## src/hw/rtl/lsbc_pkg.sv

```systemverilog
package lsbc_pkg;

  // Register indexes on the configuration port.
  localparam int unsigned CFG_INDEX_W = 8;
  localparam int unsigned CFG_DATA_W  = 24;
  localparam logic [CFG_INDEX_W-1:0] REG_MODE       = 8'd0;
  localparam logic [CFG_INDEX_W-1:0] REG_BYTE_COUNT = 8'd1;

  // Mode codes.
  localparam logic MODE_ENCODE = 1'b0;
  localparam logic MODE_DECODE = 1'b1;

  localparam int unsigned SYM_W   = 6;
  localparam int unsigned BYTE_W  = 8;
  localparam int unsigned ACC_W   = 12;
  localparam int unsigned HELD_W  = 4;
  localparam int unsigned COUNT_W = 24;

  typedef logic [BYTE_W-1:0]  byte_t;
  typedef logic [SYM_W-1:0]   sym_t;
  typedef logic [COUNT_W-1:0] count_t;

  // Stream state carried from one word to the next.
  typedef struct packed {
    logic [ACC_W-1:0]  acc;
    logic [HELD_W-1:0] held;
    count_t            emitted;
  } stream_state_t;

  // Results produced by one input word: count and up to two bytes.
  typedef struct packed {
    logic [1:0] num;
    byte_t      res0;
    byte_t      res1;
  } step_result_t;

  // Character code for a six-bit symbol index.
  function automatic byte_t sym_char(sym_t idx);
    byte_t c;
    c = 8'h2e;
    if (idx == 6'd0) begin
      c = 8'h2e;
    end else if (idx <= 6'd26) begin
      c = 8'(8'h41 + {2'b00, idx} - 8'd1);
    end else if (idx <= 6'd52) begin
      c = 8'(8'h61 + {2'b00, idx} - 8'd27);
    end else if (idx <= 6'd62) begin
      c = 8'(8'h30 + {2'b00, idx} - 8'd53);
    end else begin
      c = 8'h2b;
    end
    return c;
  endfunction

  // Symbol index of a character; bit 6 set when the character is in the alphabet.
  function automatic logic [SYM_W:0] sym_index(byte_t c);
    logic [SYM_W:0] r;
    r = '0;
    if (c == 8'h2e) begin
      r = {1'b1, 6'd0};
    end else if (c inside {[8'h41:8'h5a]}) begin
      r = {1'b1, 6'(c - 8'h41 + 8'd1)};
    end else if (c inside {[8'h61:8'h7a]}) begin
      r = {1'b1, 6'(c - 8'h61 + 8'd27)};
    end else if (c inside {[8'h30:8'h39]}) begin
      r = {1'b1, 6'(c - 8'h30 + 8'd53)};
    end else if (c == 8'h2b) begin
      r = {1'b1, 6'd63};
    end
    return r;
  endfunction

endpackage

```

## src/hw/rtl/lsbc_step.sv

```systemverilog
module lsbc_step (
  input  logic                   mode,
  input  lsbc_pkg::count_t       byte_count,
  input  lsbc_pkg::stream_state_t cur,
  input  lsbc_pkg::byte_t        value,
  input  logic                   last,
  output lsbc_pkg::stream_state_t nxt,
  output lsbc_pkg::step_result_t res
);
  import lsbc_pkg::*;

  logic [ACC_W-1:0]  enc_acc;
  logic [HELD_W-1:0] enc_held;
  logic              enc_full;
  logic [SYM_W:0]    dec_sym;
  logic [ACC_W-1:0]  dec_acc;
  logic [HELD_W-1:0] dec_held;
  logic              dec_full;
  logic              room0;
  logic              room1;
  logic [ACC_W-1:0]  dec_acc2;
  logic [HELD_W-1:0] dec_held2;
  count_t            emitted1;
  stream_state_t     st;

  // Encode: append the byte above the held bits and cut off six-bit symbols.
  assign enc_acc  = cur.acc | ACC_W'({4'b0000, value} << cur.held);
  assign enc_held = 4'(cur.held + 4'd8);
  assign enc_full = (enc_held >= 4'd12);

  // Decode: append the symbol index when the character is in the alphabet.
  assign dec_sym  = sym_index(value);
  assign dec_acc  = dec_sym[SYM_W] ? (cur.acc | ACC_W'({6'b0, dec_sym[SYM_W-1:0]} << cur.held))
                                   : cur.acc;
  assign dec_held = dec_sym[SYM_W] ? 4'(cur.held + 4'd6) : cur.held;
  assign dec_full = (dec_held >= 4'd8);
  assign room0    = (cur.emitted < byte_count);
  assign emitted1 = (dec_full && room0) ? 24'(cur.emitted + 24'd1) : cur.emitted;
  assign room1    = (emitted1 < byte_count);
  assign dec_acc2  = dec_full ? (dec_acc >> 8) : dec_acc;
  assign dec_held2 = dec_full ? 4'(dec_held - 4'd8) : dec_held;

  always_comb begin
    res = '0;
    st  = cur;
    if (mode == MODE_ENCODE) begin
      res.res0 = sym_char(enc_acc[5:0]);
      res.res1 = sym_char(enc_acc[11:6]);
      res.num  = (enc_full || last) ? 2'd2 : 2'd1;
      st.acc   = enc_full ? '0 : (enc_acc >> 6);
      st.held  = enc_full ? '0 : 4'(enc_held - 4'd6);
      st.emitted = '0;
    end else begin
      st.acc     = dec_acc2;
      st.held    = dec_held2;
      st.emitted = emitted1;
      if (dec_full && room0) begin
        res.res0 = dec_acc[7:0];
        res.num  = 2'd1;
        if (last && dec_held2 != '0 && room1) begin
          res.res1 = dec_acc2[7:0];
          res.num  = 2'd2;
        end
      end else if (last && dec_held2 != '0 && room1) begin
        res.res0 = dec_acc2[7:0];
        res.num  = 2'd1;
      end
    end
    // The end of a stream returns all state to zero.
    nxt = last ? '0 : st;
  end

endmodule

```

## src/hw/rtl/lsb_first_six_bit_text_codec.sv

```systemverilog
// An accepted word goes to the input register, its results to the result pair.
// Throughput: one input word per cycle while out_tready stays high and each word
// gives at most one result; two results hold the single result port until both leave.
// Reset (rst_n low, synchronous) clears mode, byte_count, the stream state
// and the valid flags of both the input and the result registers.
module lsb_first_six_bit_text_codec (
  input  logic                             clk,
  input  logic                             rst_n,
  // Input stream: tdata = in_value[7:0]; tlast = in_last.
  input  logic                             in_tvalid,
  output logic                             in_tready,
  input  logic [7:0]                       in_tdata,
  input  logic                             in_tlast,
  // Result stream: tdata = out_value[7:0]; tlast = out_last.
  output logic                             out_tvalid,
  input  logic                             out_tready,
  output logic [7:0]                       out_tdata,
  output logic                             out_tlast,
  // Configuration writes.
  input  logic                             cfg_valid,
  output logic                             cfg_ready,
  input  logic [lsbc_pkg::CFG_INDEX_W-1:0] cfg_index,
  input  logic [lsbc_pkg::CFG_DATA_W-1:0]  cfg_data
);
  import lsbc_pkg::*;

  logic          mode_r;
  count_t        byte_count_r;
  stream_state_t state_r;
  stream_state_t state_nxt;
  step_result_t  step_res;

  logic          hold_valid_r;
  byte_t         hold_value_r;
  logic          hold_last_r;

  logic [1:0]    res_cnt_r;
  byte_t         res0_r;
  byte_t         res1_r;

  logic          in_fire;
  logic          out_fire;
  logic          cfg_fire;
  logic          buf_free;
  logic          proc;

  assign cfg_ready = 1'b1;
  assign cfg_fire  = cfg_valid && cfg_ready;
  assign out_fire  = out_tvalid && out_tready;
  assign buf_free  = (res_cnt_r == 2'd0) || (res_cnt_r == 2'd1 && out_fire);
  assign proc      = hold_valid_r && buf_free;
  assign in_tready = !hold_valid_r || proc;
  assign in_fire   = in_tvalid && in_tready;

  // Configuration registers.
  always_ff @(posedge clk) begin
    if (!rst_n) begin
      mode_r       <= MODE_ENCODE;
      byte_count_r <= '0;
    end else if (cfg_fire) begin
      if (cfg_index == REG_MODE) begin
        mode_r <= cfg_data[0];
      end else if (cfg_index == REG_BYTE_COUNT) begin
        byte_count_r <= cfg_data;
      end
    end
  end

  // Input register.
  always_ff @(posedge clk) begin
    if (!rst_n) begin
      hold_valid_r <= 1'b0;
    end else if (in_fire) begin
      hold_valid_r <= 1'b1;
    end else if (proc) begin
      hold_valid_r <= 1'b0;
    end
  end

  always_ff @(posedge clk) begin
    if (in_fire) begin
      hold_value_r <= in_tdata;
      hold_last_r  <= in_tlast;
    end
  end

  lsbc_step u_step (
    .mode       (mode_r),
    .byte_count (byte_count_r),
    .cur        (state_r),
    .value      (hold_value_r),
    .last       (hold_last_r),
    .nxt        (state_nxt),
    .res        (step_res)
  );

  // Stream state; a write to mode starts a fresh stream.
  always_ff @(posedge clk) begin
    if (!rst_n) begin
      state_r <= '0;
    end else if (cfg_fire && cfg_index == REG_MODE) begin
      state_r <= '0;
    end else if (proc) begin
      state_r <= state_nxt;
    end
  end

  // Result register pair: the first word is shown, the second moves up after it leaves.
  always_ff @(posedge clk) begin
    if (!rst_n) begin
      res_cnt_r <= '0;
    end else if (proc) begin
      res_cnt_r <= step_res.num;
    end else if (out_fire) begin
      res_cnt_r <= 2'(res_cnt_r - 2'd1);
    end
  end

  always_ff @(posedge clk) begin
    if (proc) begin
      res0_r <= step_res.res0;
      res1_r <= step_res.res1;
    end else if (out_fire) begin
      res0_r <= res1_r;
    end
  end

  assign out_tvalid = (res_cnt_r != 2'd0);
  assign out_tdata  = res0_r;
  assign out_tlast  = (res_cnt_r == 2'd1);

endmodule

```

## config.mk

```make
export PLATFORM = sky130hd
export DESIGN_NAME = lsb_first_six_bit_text_codec
export DESIGN_NICKNAME = d
export VERILOG_FILES = /design/src/hw/rtl/lsbc_pkg.sv /design/src/hw/rtl/lsbc_step.sv /design/src/hw/rtl/lsb_first_six_bit_text_codec.sv
export SDC_FILE = /design/constraint.sdc
export NUM_CORES = 1
export LEC_CHECK = 0
export ABC_AREA = 1
export ABC_CLOCK_PERIOD_IN_PS = 11340
export BUFFER_PORTS_ARGS = -buffer_cell sky130_fd_sc_hd__buf_4
export CORE_MARGIN = 5
export CORE_UTILIZATION = 25
export CTS_BUF_LIST = sky130_fd_sc_hd__clkbuf_8
export CTS_CLUSTER_DIAMETER = 60
export DETAILED_ROUTE_END_ITERATION = 6
export GPL_TIMING_DRIVEN = 0
export SYNTH_ARGS = -nofsm -noshare
export SYNTH_HDL_FRONTEND = slang
export SYNTH_SLANG_ARGS = --single-unit
```

## constraint.sdc

```tcl
create_clock -name clk -period 11.34 [get_ports clk]
set_input_delay 1.134 -clock clk [delete_from_list [all_inputs] [get_ports clk]]
set_output_delay 1.134 -clock clk [all_outputs]
set_load 0.005 [all_outputs]
```

==> results of run 1 <==
[worst max-delay path by stage]
stage | to | slack (ps) | depth (start not counted)
3_3_place_gp | res_cnt_r[1] | 5810 | 29
6_report | res_cnt_r[1] | 5690 | 28
3_5_place_dp | res_cnt_r[1] | 5730 | 28
2_1_floorplan | res_cnt_r[1] | 7030 | 26
4_1_cts | res_cnt_r[1] | 5700 | 28
5_1_grt | res_cnt_r[1] | 5170 | 27
[layout by cell type, fill, tap and decap left out, types with 24 or more instances in the layout]
| cell type | synthesis | layout |
|---|---|---|
| nor4_1 | 27 | 27 |
| a21oi_1 | 84 | 84 |
| nand3_1 | 57 | 57 |
| buf_4 | 2 | 58 |
| ha_1 | 81 | 81 |
| xor2_1 | 25 | 25 |
| nand2_1 | 257 | 257 |
| nor3_1 | 37 | 37 |
| clkbuf_1 | 24 | 24 |
| nor2_1 | 105 | 105 |
| edfxtp_1 | 25 | 25 |
| inv_1 | 137 | 137 |
| o21ai_0 | 53 | 53 |
| dfxtp_1 | 67 | 67 |
[registers in the layout, summed over array words and instances, names as in the netlist]
| register | count |
|---|---|
| mode_r | 1 |
| state_r | 39 |
| out_tdata | 8 |
| hold_value_r | 8 |
| byte_count_r | 24 |
| res_cnt_r | 2 |
| hold_last_r | 1 |
| hold_valid_r | 1 |
| res1_r | 8 |
[cell type report]
class / count / share of cell area
sequential: 92 / 0.2426
tap: 390 / 0.05659
clock inverter: 7 / 0.01074
buffer: 33 / 0.01596
timing repair buffer: 56 / 0.04875
inverter: 148 / 0.06457
multi-input combinational: 829 / 0.5464
clock buffer: 9 / 0.01436
[power by group through the flow]
stage / Combinational, W / Sequential, W / Clock [W]
after CTS: 0.000312 / 0.000382 / 0.000256
after floorplan: 0.000206 / 0.000386 / 0
after global routing: 0.000353 / 0.000384 / 0.000270
after global placement: 0.000307 / 0.000389 / 0
after detailed placement: 0.000310 / 0.000389 / 0
final: 0.000311 / 0.000381 / 0.000248
[routing by layer]
metal	share of wire	track usage	vias up
met5	0	0	-
met4	0.017	0.03784	0
met3	0.061	0.02340	22
met2	0.46	0.2086	189
met1	0.46	0.1611	3347
li1	-	-	3790
[cell families (layout without fill, tap and decap cells)]
kind of cell | Yosys count | after routing | share of synthesized area
AND/OR/NAND/NOR | 528 | 528 | 0.3134
AO/OA/AOI/OAI | 188 | 188 | 0.1432
buffers and inverters | 181 | 253 | 0.09261
flip-flops | 92 | 92 | 0.2790
adder cells (fa/ha/maj) | 81 | 81 | 0.1352
XOR/XNOR | 31 | 31 | 0.03621
other | 1 | 1 | 0.0005001
[metrics by stage]
step / util / cell area, um2 / hold slack [ps]
floorplan: - / 7498 / 445.3
global placement: 0.2836 / 8407 / 457.3
detailed placement: 0.2836 / 8407 / 461.3
CTS: 0.2909 / 8623 / 477.0
global route: 0.2909 / 8623 / 486.0
finish: 0.2909 / 8623 / 477.2
[worst max-delay path, delay by kind of cell (launching register included)]
kind	cells	cell delay, ps
buffers and inverters	4	580
DFF	1	530
AOI/OAI and AO/OA	4	660
xor gates and xnor gates	1	150
adders and majority gates	3	760
and+or+nand+nor	16	2860
==> run_results.csv, run 1 <==
group,metric,value,unit
sta,final_max_slew_viol_count,0,
sta,fmax,0.1770,GHz
critical_path,critPathKind,"reg -> reg",
logic_synthesis,synth.distinct_cells,52,
place,finalWeightedCongestion,0.8940,
global_routing,grt_start_max_net_pins,19,
detailed_routing,drc,0,
global_routing,grt_pass1_wl,34330,um
critical_path,cp_max_fo,10,
critical_path,worst_ep_required_time,11600,ps
floorplan,rows,63,
critical_path,cp-end-kind,"register",
place,dpl.cell_count,1548,
detailed_routing,wl_per_cell,13.30,um
global_routing,grtUsageTotal,0.1238,
critical_path,r2r_setup_slack,5690,ps
power_and_ir_drop,swShare,0.3787,
logic_synthesis,synth_top_area_cell,"dfxtp_1",
power_and_ir_drop,power,0.0009405,W
logic_synthesis,yosys-top-cells-count,"257 x nand2_1, 137 x inv_1, 105 x nor2_1",
floorplan,dieArea,33560,um2
clock_tree,tritoncts,"built",
detailed_routing,num_vias,7348,
finish,nNetsFinal,1296,
detailed_routing,wl,20810,um
clock_tree,cts_setup_buffers,0,
global_routing,grt_pass1_vias,7060,
run,cap_violations,0,
finish,regArea,2092,um2
logic_synthesis,synth_fp_nets,1229,
sta,timing.final.crit_share,0.4981,
critical_path,slowest_delay,780,ps
detailed_routing,dr.pass1.iters,5,
logic_synthesis,syn_avg_cell_area,6.804,um2
clock_tree,ctsHoldBuffers,0,
detailed_routing,routed_via_density,4.698,
power_and_ir_drop,clkPwrFrac,0.264,
clock_tree,cts_max_path_buffers,2,
clock_tree,cts_inserted_buffers,9,
floorplan,die_x,183.2,um
sta,setup_viol,0,
finish,antenna_cells,0,
critical_path,r2r_end,"res_cnt_r[1]",
critical_path,crit_path_start_kind,"register",
detailed_routing,drt_iter0_markers,557,
floorplan,core_area,29640,um2
critical_path,r2r-start,"hold_value_r[1]",
sta,clock_skew,25.08,ps
floorplan,initial_core_util,0.2530,
sta,rsz0062_at_grt,"false",
min_path,min_from,"state_r[35]",
logic_synthesis,yosys_warnings,0,
min_path,whs_path_depth,2,
clock_tree,cts.htree.levels,3,
power_and_ir_drop,p_comb_frac,0.331,
detailed_routing,postRouteAntennaNets,0,
min_path,min_path_type,"reg -> reg",
sta,tightest_slew,888.3,ps
sta,slew_headroom,0.3995,
finish,fillers,3329,
clock_tree,path_clk_slew,100,ps
critical_path,critical_path_arrival,5910,ps
power_and_ir_drop,power.internal,0.0005843,W
place,portBuffers,56,
logic_synthesis,async_flop_share,0,
min_path,hold_end,"state_r[35]",
finish,drive_gt1_frac,0.09625,
logic_synthesis,synth_edf_count,25,
sta,fin_crit,5648,ps
power_and_ir_drop,power.density,109.1,nW/um2
finish,multi_input_area,4712,um2
clock_tree,clkSinkCount,92,
logic_synthesis,synth-seq-cells,92,
logic_synthesis,yosysTopAreaCellShare,0.1789,
place,dp_slack,5734,ps
clock_tree,clk_latency,400,ps
sta,hold_viol,0,
floorplan,die_h,183.2,um
sta,setup_ws,5692,ps
clock_tree,cts_resized,0,
critical_path,crit_start,"hold_value_r[1]",
power_and_ir_drop,ir_drop,0.00004655,V
global_routing,grt-ovfl-total,0,
power_and_ir_drop,power.leakage,3.775,nW
finish,area_growth,15.00,%
power_and_ir_drop,seqPwrFrac,0.405,
power_and_ir_drop,switchingPower,0.0003561,W
finish,final_cells,1564,
critical_path,crit_slowest_cell,"nor4b_1",
logic_synthesis,synth_cells,1102,
outcome,status,"completed",
critical_path,r2r_cells,28,
sta,finalSetupTns,0,ps
logic_synthesis,syn-cell-area,7498,um2
place,hpwl,16610,um
logic_synthesis,ys.flop_type,"dfxtp_1",
clock_tree,root_buffer,"clkbuf_8",
logic_synthesis,synth.area.top_cells,"dfxtp_1 18%, ha_1 14%, nand2_1 13%",
logic_synthesis,ys_seq_area_frac,0.2790,
logic_synthesis,synth.most_common_cell,"nand2_1",
global_routing,antenna_found_initial,0,
floorplan,io_pins,58,
(Power assumes the default switching activity.)
==> run 2: changes to the inputs <==
ABC_AREA = 0   (was 1)
ABC_CLOCK_PERIOD_IN_PS = 5800   (was 11340)
clock period = 5.8 ns   (was 11.34 ns; I/O delays follow)
==> run 2 against run 1 <==
  * First-iteration DRC count is 39% higher
  * Clock-buffer cell count unchanged
  * Routed wire length up 12%
  * Clock skew decreased by 7.3 ps
  * Cell area up 6.3%
  * Clock power increased by 92%
  * Die area increased by 5.2%
  * Highest routed layer unchanged
  * Largest power group unchanged
  * Largest cell class unchanged
  * Sequential share of layout area is 1.4 points lower
  * Via count up 4.1%
==> run_results.csv, run 2 <==
group,metric,value,unit
detailed_routing,wl,23310,um
clock_tree,root_buffer,"clkbuf_8",
place,finalWeightedCongestion,0.9109,
logic_synthesis,synth.most_common_cell,"nand2_1",
logic_synthesis,synth.area.top_cells,"dfxtp_1 17%, ha_1 13%, edfxtp_1 9.5%",
logic_synthesis,yosys_warnings,0,
logic_synthesis,synth.distinct_cells,98,
power_and_ir_drop,power.leakage,3.462,nW
clock_tree,cts_inserted_buffers,9,
finish,nNetsFinal,1170,
logic_synthesis,syn-cell-area,7910,um2
floorplan,die_x,187.9,um
outcome,status,"completed",
logic_synthesis,yosys-top-cells-count,"121 x nand2_1, 81 x ha_1, 67 x dfxtp_1",
logic_synthesis,async_flop_share,0,
detailed_routing,postRouteAntennaNets,0,
clock_tree,clkSinkCount,92,
sta,fin_crit,5618,ps
power_and_ir_drop,power,0.001913,W
sta,rsz0062_at_grt,"false",
logic_synthesis,syn_avg_cell_area,8.172,um2
critical_path,slowest_delay,550,ps
detailed_routing,num_vias,7649,
global_routing,grt_util_met3,0.01880,
place,hpwl,18400,um
sta,setup_viol,0,
floorplan,core_area,31390,um2
logic_synthesis,synth_top_area_cell,"dfxtp_1",
critical_path,timing.critical_path.mode_cell,"buf_6",
logic_synthesis,yosysTopAreaCellShare,0.1696,
clock_tree,tritoncts,"built",
global_routing,grt_start_max_net_pins,18,
finish,drive_gt1_frac,0.1460,
global_routing,grt_pass1_wl,37320,um
critical_path,crit_slowest_cell,"or4b_4",
floorplan,dieArea,35300,um2
floorplan,initial_core_util,0.2520,
sta,timing.final.crit_share,0.9686,
critical_path,worst_ep_required_time,6020,ps
global_routing,grt-ovfl-total,0,
min_path,min_from,"in_tlast",
critical_path,critPathKind,"reg -> reg",
logic_synthesis,ys.flop_type,"dfxtp_1",
detailed_routing,drc,0,
critical_path,r2r_cells,22,
place,portBuffers,56,
detailed_routing,routed_via_density,5.275,
floorplan,die_h,187.9,um
finish,reg_top3,"state_r: 39 flops, byte_count_r: 24 flops",
critical_path,cp_top_family,"simple AND/OR/NAND/NOR gates",
power_and_ir_drop,ir_drop,0.0001114,V
sta,final_max_slew_viol_count,0,
global_routing,grtUsageTotal,0.1276,
finish,top_register,"state_r",
finish,largest_reg_flops,39,
global_routing,grt_pass1_vias,7077,
finish,final_cell_mix,"121 x nand2_1, 81 x ha_1, 69 x buf_4",
run,cap_violations,0,
critical_path,cp-end-kind,"register",
logic_synthesis,synth_cells,968,
logic_synthesis,synth_fp_nets,1095,
critical_path,path_buf_inv,4,
finish,fillers,3405,
floorplan,io_pins,58,
clock_tree,cts.htree.levels,3,
sta,finalHoldWorstSlack,362.0,ps
global_routing,busiest_layer,"met2",
finish,antenna_cells,0,
clock_tree,clk_latency,390,ps
detailed_routing,wl_per_cell,16.08,um
sta,finalSetupTns,0,ps
power_and_ir_drop,power.density,208.7,nW/um2
critical_path,critical_path_arrival,5840,ps
global_routing,grt_use_met1,0.1713,
global_routing,antenna_found_initial,0,
sta,tightest_slew,969.6,ps
critical_path,r2r-start,"hold_value_r[1]",
floorplan,rows,65,
sta,slew_headroom,0.3486,
critical_path,cp_max_fo,10,
clock_tree,path_clk_slew,100,ps
sta,clock_skew,17.80,ps
min_path,whs_path_depth,1,
sta,hold_viol,0,
critical_path,crit_path_start_kind,"register",
logic_synthesis,ys_seq_area_frac,0.2645,
place,dp_slack,-152.1,ps
global_routing,met2_usage,0.2186,
logic_synthesis,synth_edf_count,25,
critical_path,r2r_setup_slack,180,ps
logic_synthesis,synth-seq-cells,92,
critical_path,r2r_end,"out_tdata[3]",
min_path,min_path_type,"in -> reg",
detailed_routing,drt_iter0_markers,777,
min_path,hold_end,"hold_last_r",
sta,fmax,0.1780,GHz
sta,setup_ws,182.3,ps
detailed_routing,dr.pass1.iters,5,
finish,final_common_cell,"nand2_1",
clock_tree,cts_max_path_buffers,2,
finish,area_growth,15.88,%
critical_path,crit_chain,"buf_6 > inv_1 > ha_1 > or4b_4 > o21ai_4 > a211o_1 > a311oi_2 > buf_6 > nor4_4 > buf_6 > and2_4 > nand2_2 > xnor2_1 > ha_1 > and4_1 > and3_1 > a22oi_1 > and4b_2 > nand4_4 > or3_1 > or3_1 > a31oi_2",
run 2: cell count changes after synthesis, moves of 17 or more:
| cell | change |
|---|---|
| nand2_1 | -136 |
| inv_1 | -83 |
| nor2_1 | -62 |
| a21oi_1 | -30 |
| nand3_1 | -30 |
| a21boi_0 | +26 |
| xnor2_1 | +20 |
| xor2_1 | -20 |
| a21o_1 | +19 |
| nor4_1 | -17 |
run 2: final cells by class:
cell class,instances,area [um2],area share
timing repair buffer,64,480.5,0.05242
sequential,92,2092,0.2282
clock buffer,9,123.9,0.01351
multi-input combinational,769,5413,0.5905
tap,402,503.0,0.05487
buffer,50,257.7,0.02812
clock inverter,7,82.58,0.009009
inverter,57,214.0,0.02334
run 2: how the worst max path moves through the flow:
stage / startpoint / depth (start not counted) / endpoint / slack, ps
CTS: hold_value_r[1] / 22 / out_tdata[4] / 20
global route: hold_value_r[1] / 22 / out_tdata[3] / 20
finish: hold_value_r[1] / 22 / out_tdata[3] / 180
detailed placement: hold_value_r[1] / 22 / out_tdata[4] / -150
floorplan: hold_value_r[1] / 22 / out_tdata[3] / 920
global placement: hold_value_r[1] / 22 / out_tdata[4] / -170
run 2: repair_timing:
item / CTS / global route
buffers inserted: 0 / 8
setup endpoints to repair: 8 / 11
hold buffers: 0 / 0
resized for setup: 1 / 11
pin swaps: 0 / 5
run 2: metrics by stage:
| stage | std cells | area, um2 | utilization |
|---|---|---|---|
| finish | 1450 | 9166 | 0.2920 |
| global route | 1450 | 9166 | 0.2920 |
| CTS | 1442 | 9046 | 0.2882 |
| detailed placement | 1426 | 8833 | 0.2814 |
| global placement | 1426 | 8833 | 0.2814 |
| floorplan | 968 | 7910 | - |
run 2: kinds of logic after synthesis:
kind of cell             after synthesis  share of synthesized area
AND/OR/NAND/NOR                      332                     0.2158
AO/OA/AOI/OAI                        308                     0.2763
buffers and inverters                107                    0.05916
flip-flops                            92                     0.2645
adder cells (fa/ha/maj)               81                     0.1281
XOR/XNOR                              31                    0.03432
multiplexers                          16                    0.02136
other                                  1                  0.0004741
run 2: metal layers:
layer  vias to the layer above  share of wire  wire (um)
li1                       3737              -          -
met1                      3633           0.45      10390
met2                       252           0.48      11260
met3                        27          0.058       1357
met4                         0          0.013        308
met5                         -              0          0
run 2: where the power goes:
group	leakage (nW)	switching [W]	internal [W]
combinational	2.58	0.000412	0.000269
sequential	0.778	0.0000287	0.000727
clock	0.107	0.000270	0.000206
total	3.46	0.000710	0.00120
==> run 3: changes to the inputs <==
REMOVE_ABC_BUFFERS = 1   (was not set)
==> run 3 against run 2 <==
  * Power is 4.2% lower
  * Via count fell by 2.6%
  * Maximum frequency rose by 1.0%
  * Sequential power rose by 2%
  * Utilization shrank 0.72 points
  * Critical path type unchanged
  * Largest cell class unchanged
==> run_results.csv, run 3 (synthesis results as in run 2) <==
group,metric,value,unit
clock_tree,clk_latency,390,ps
detailed_routing,wl,22740,um
global_routing,met2_usage,0.2151,
power_and_ir_drop,power,0.001832,W
place,finalWeightedCongestion,0.8756,
floorplan,dieArea,35300,um2
finish,drive_gt1_frac,0.1392,
finish,top_register,"state_r",
detailed_routing,drc,0,
place,portBuffers,56,
clock_tree,root_buffer,"clkbuf_8",
clock_tree,cts_max_path_buffers,2,
floorplan,core_area,31390,um2
sta,fmax,0.1798,GHz
finish,final_cell_mix,"121 x nand2_1, 81 x ha_1, 70 x buf_4",
sta,slew_headroom,0.04645,
run,cap_violations,0,
power_and_ir_drop,ir_drop,0.00008625,V
outcome,status,"completed",
detailed_routing,num_vias,7449,
sta,final_max_slew_viol_count,0,
finish,antenna_cells,0,
clock_tree,ctsHoldBuffers,0,
global_routing,busiest_layer,"met2",
finish,area_growth,13.02,%
floorplan,initial_core_util,0.2520,
critical_path,worst_ep_required_time,6020,ps
finish,nNetsFinal,1128,
global_routing,grt_util_met3,0.01713,
min_path,min_path_type,"in -> reg",
global_routing,antenna_found_initial,0,
critical_path,crit_path_start_kind,"register",
global_routing,grt_use_met1,0.1663,
clock_tree,clkSinkCount,92,
detailed_routing,drt_iter0_markers,558,
critical_path,cp-end-kind,"register",
sta,clock_skew,10.71,ps
sta,hold_viol,0,
global_routing,grt_start_max_net_pins,32,
detailed_routing,routed_via_density,5.290,
global_routing,grtUsageTotal,0.1258,
critical_path,critical_path_arrival,5780,ps
sta,setup_ws,239.6,ps
place,dp_slack,-1356,ps
sta,setup_viol,0,
global_routing,grt_pass1_vias,7126,
floorplan,io_pins,58,
critical_path,cp_max_fo,16,
clock_tree,cts_inserted_buffers,9,
floorplan,rows,65,
detailed_routing,wl_per_cell,16.15,um
power_and_ir_drop,power.density,204.9,nW/um2
power_and_ir_drop,power.leakage,3.358,nW
floorplan,die_h,187.9,um
critical_path,critPathKind,"reg -> reg",
floorplan,die_x,187.9,um
place,hpwl,16830,um
detailed_routing,dr.pass1.iters,5,
clock_tree,cts.htree.levels,3,
clock_tree,path_clk_slew,100,ps
finish,final_common_cell,"nand2_1",
detailed_routing,postRouteAntennaNets,0,
sta,tightest_slew,1419,ps
finish,largest_reg_flops,39,
finish,reg_top3,"state_r: 39 flops, byte_count_r: 24 flops",
clock_tree,tritoncts,"built",
global_routing,grt_pass1_wl,36980,um
sta,fin_crit,5560,ps
global_routing,grt-ovfl-total,0,
sta,timing.final.crit_share,0.9587,
run 3: changes by cell type in the layout (fill, tap and decap cells not counted), sizes merged:
cell,before,now
clkbuf,38,9
buf,85,71
inv,59,61
bufinv,1,0
clkinv,4,3
nor2,44,45
run 3: layout make-up:
| type | instances | area (um2) |
|---|---|---|
| multi-input combinational | 770 | 5411 |
| timing repair buffer | 71 | 540.5 |
| clock inverter | 7 | 50.05 |
| inverter | 57 | 214.0 |
| sequential | 92 | 2097 |
| tap | 402 | 503.0 |
| fill | 3410 | 22450 |
| clock buffer | 9 | 123.9 |
run 3: worst paths after layout:
kind / from / end / slack, ps / cells after the start
hold reg to reg: byte_count_r[21] / byte_count_r[21] / 470 / 2
setup / recovery: hold_value_r[2] / out_tdata[3] / 240 / 20
hold / removal: in_tdata[1] / hold_value_r[1] / 360 / 1
setup reg to reg: hold_value_r[2] / out_tdata[3] / 240 / 20
run 3: per-stage QoR:
step / hold WS (ps) / cells / TNS (ps) / util / area [um2]
2_1_floorplan: 443.4 / 918 / 0 / - / 7656
3_3_place_gp: 452.1 / 1376 / -15540 / 0.2733 / 8579
3_5_place_dp: 457.6 / 1377 / -15120 / 0.2739 / 8597
4_1_cts: 335.4 / 1400 / 0 / 0.2821 / 8857
5_1_grt: 346.8 / 1408 / -0.4223 / 0.2848 / 8940
6_report: 355.1 / 1408 / 0 / 0.2848 / 8940
run 3: worst max-delay path, stage by stage (launching register included):
cell	delay [ps]
edfxtp_1	640
inv_1	200
ha_1	180
and3b_1	240
o21ai_4	130
a211o_1	380
a311oi_4	580
nor4_4	50
buf_4	190
and2_4	190
nand2_2	70
xnor2_1	120
ha_1	260
and4_1	180
and3_1	210
a22oi_1	220
and4b_1	250
nand4_2	250
or3_1	470
or3_1	320
a31oi_1	230
run 3: metal layers:
layer  share of wire  vias up
met1            0.44     3532
met4           0.021        0
li1                -     3650
met2            0.48      233
met5               0        -
met3           0.052       34
run 3: power breakdown:
part,total (W),switching (W),internal (W)
Clock,0.000425,0.000265,0.000160
Sequential,0.000772,0.0000443,0.000728
Combinational,0.000635,0.000379,0.000256
Total,0.00183,0.000689,0.00114
run 3: timing repair:
item                       in CTS  in global routing
setup endpoints to repair      14                 10
gates resized for setup         6                  5
buffers inserted                6                  8
pin swaps                       4                  3
hold endpoints to repair        0                  0
gates cloned                    1                  0
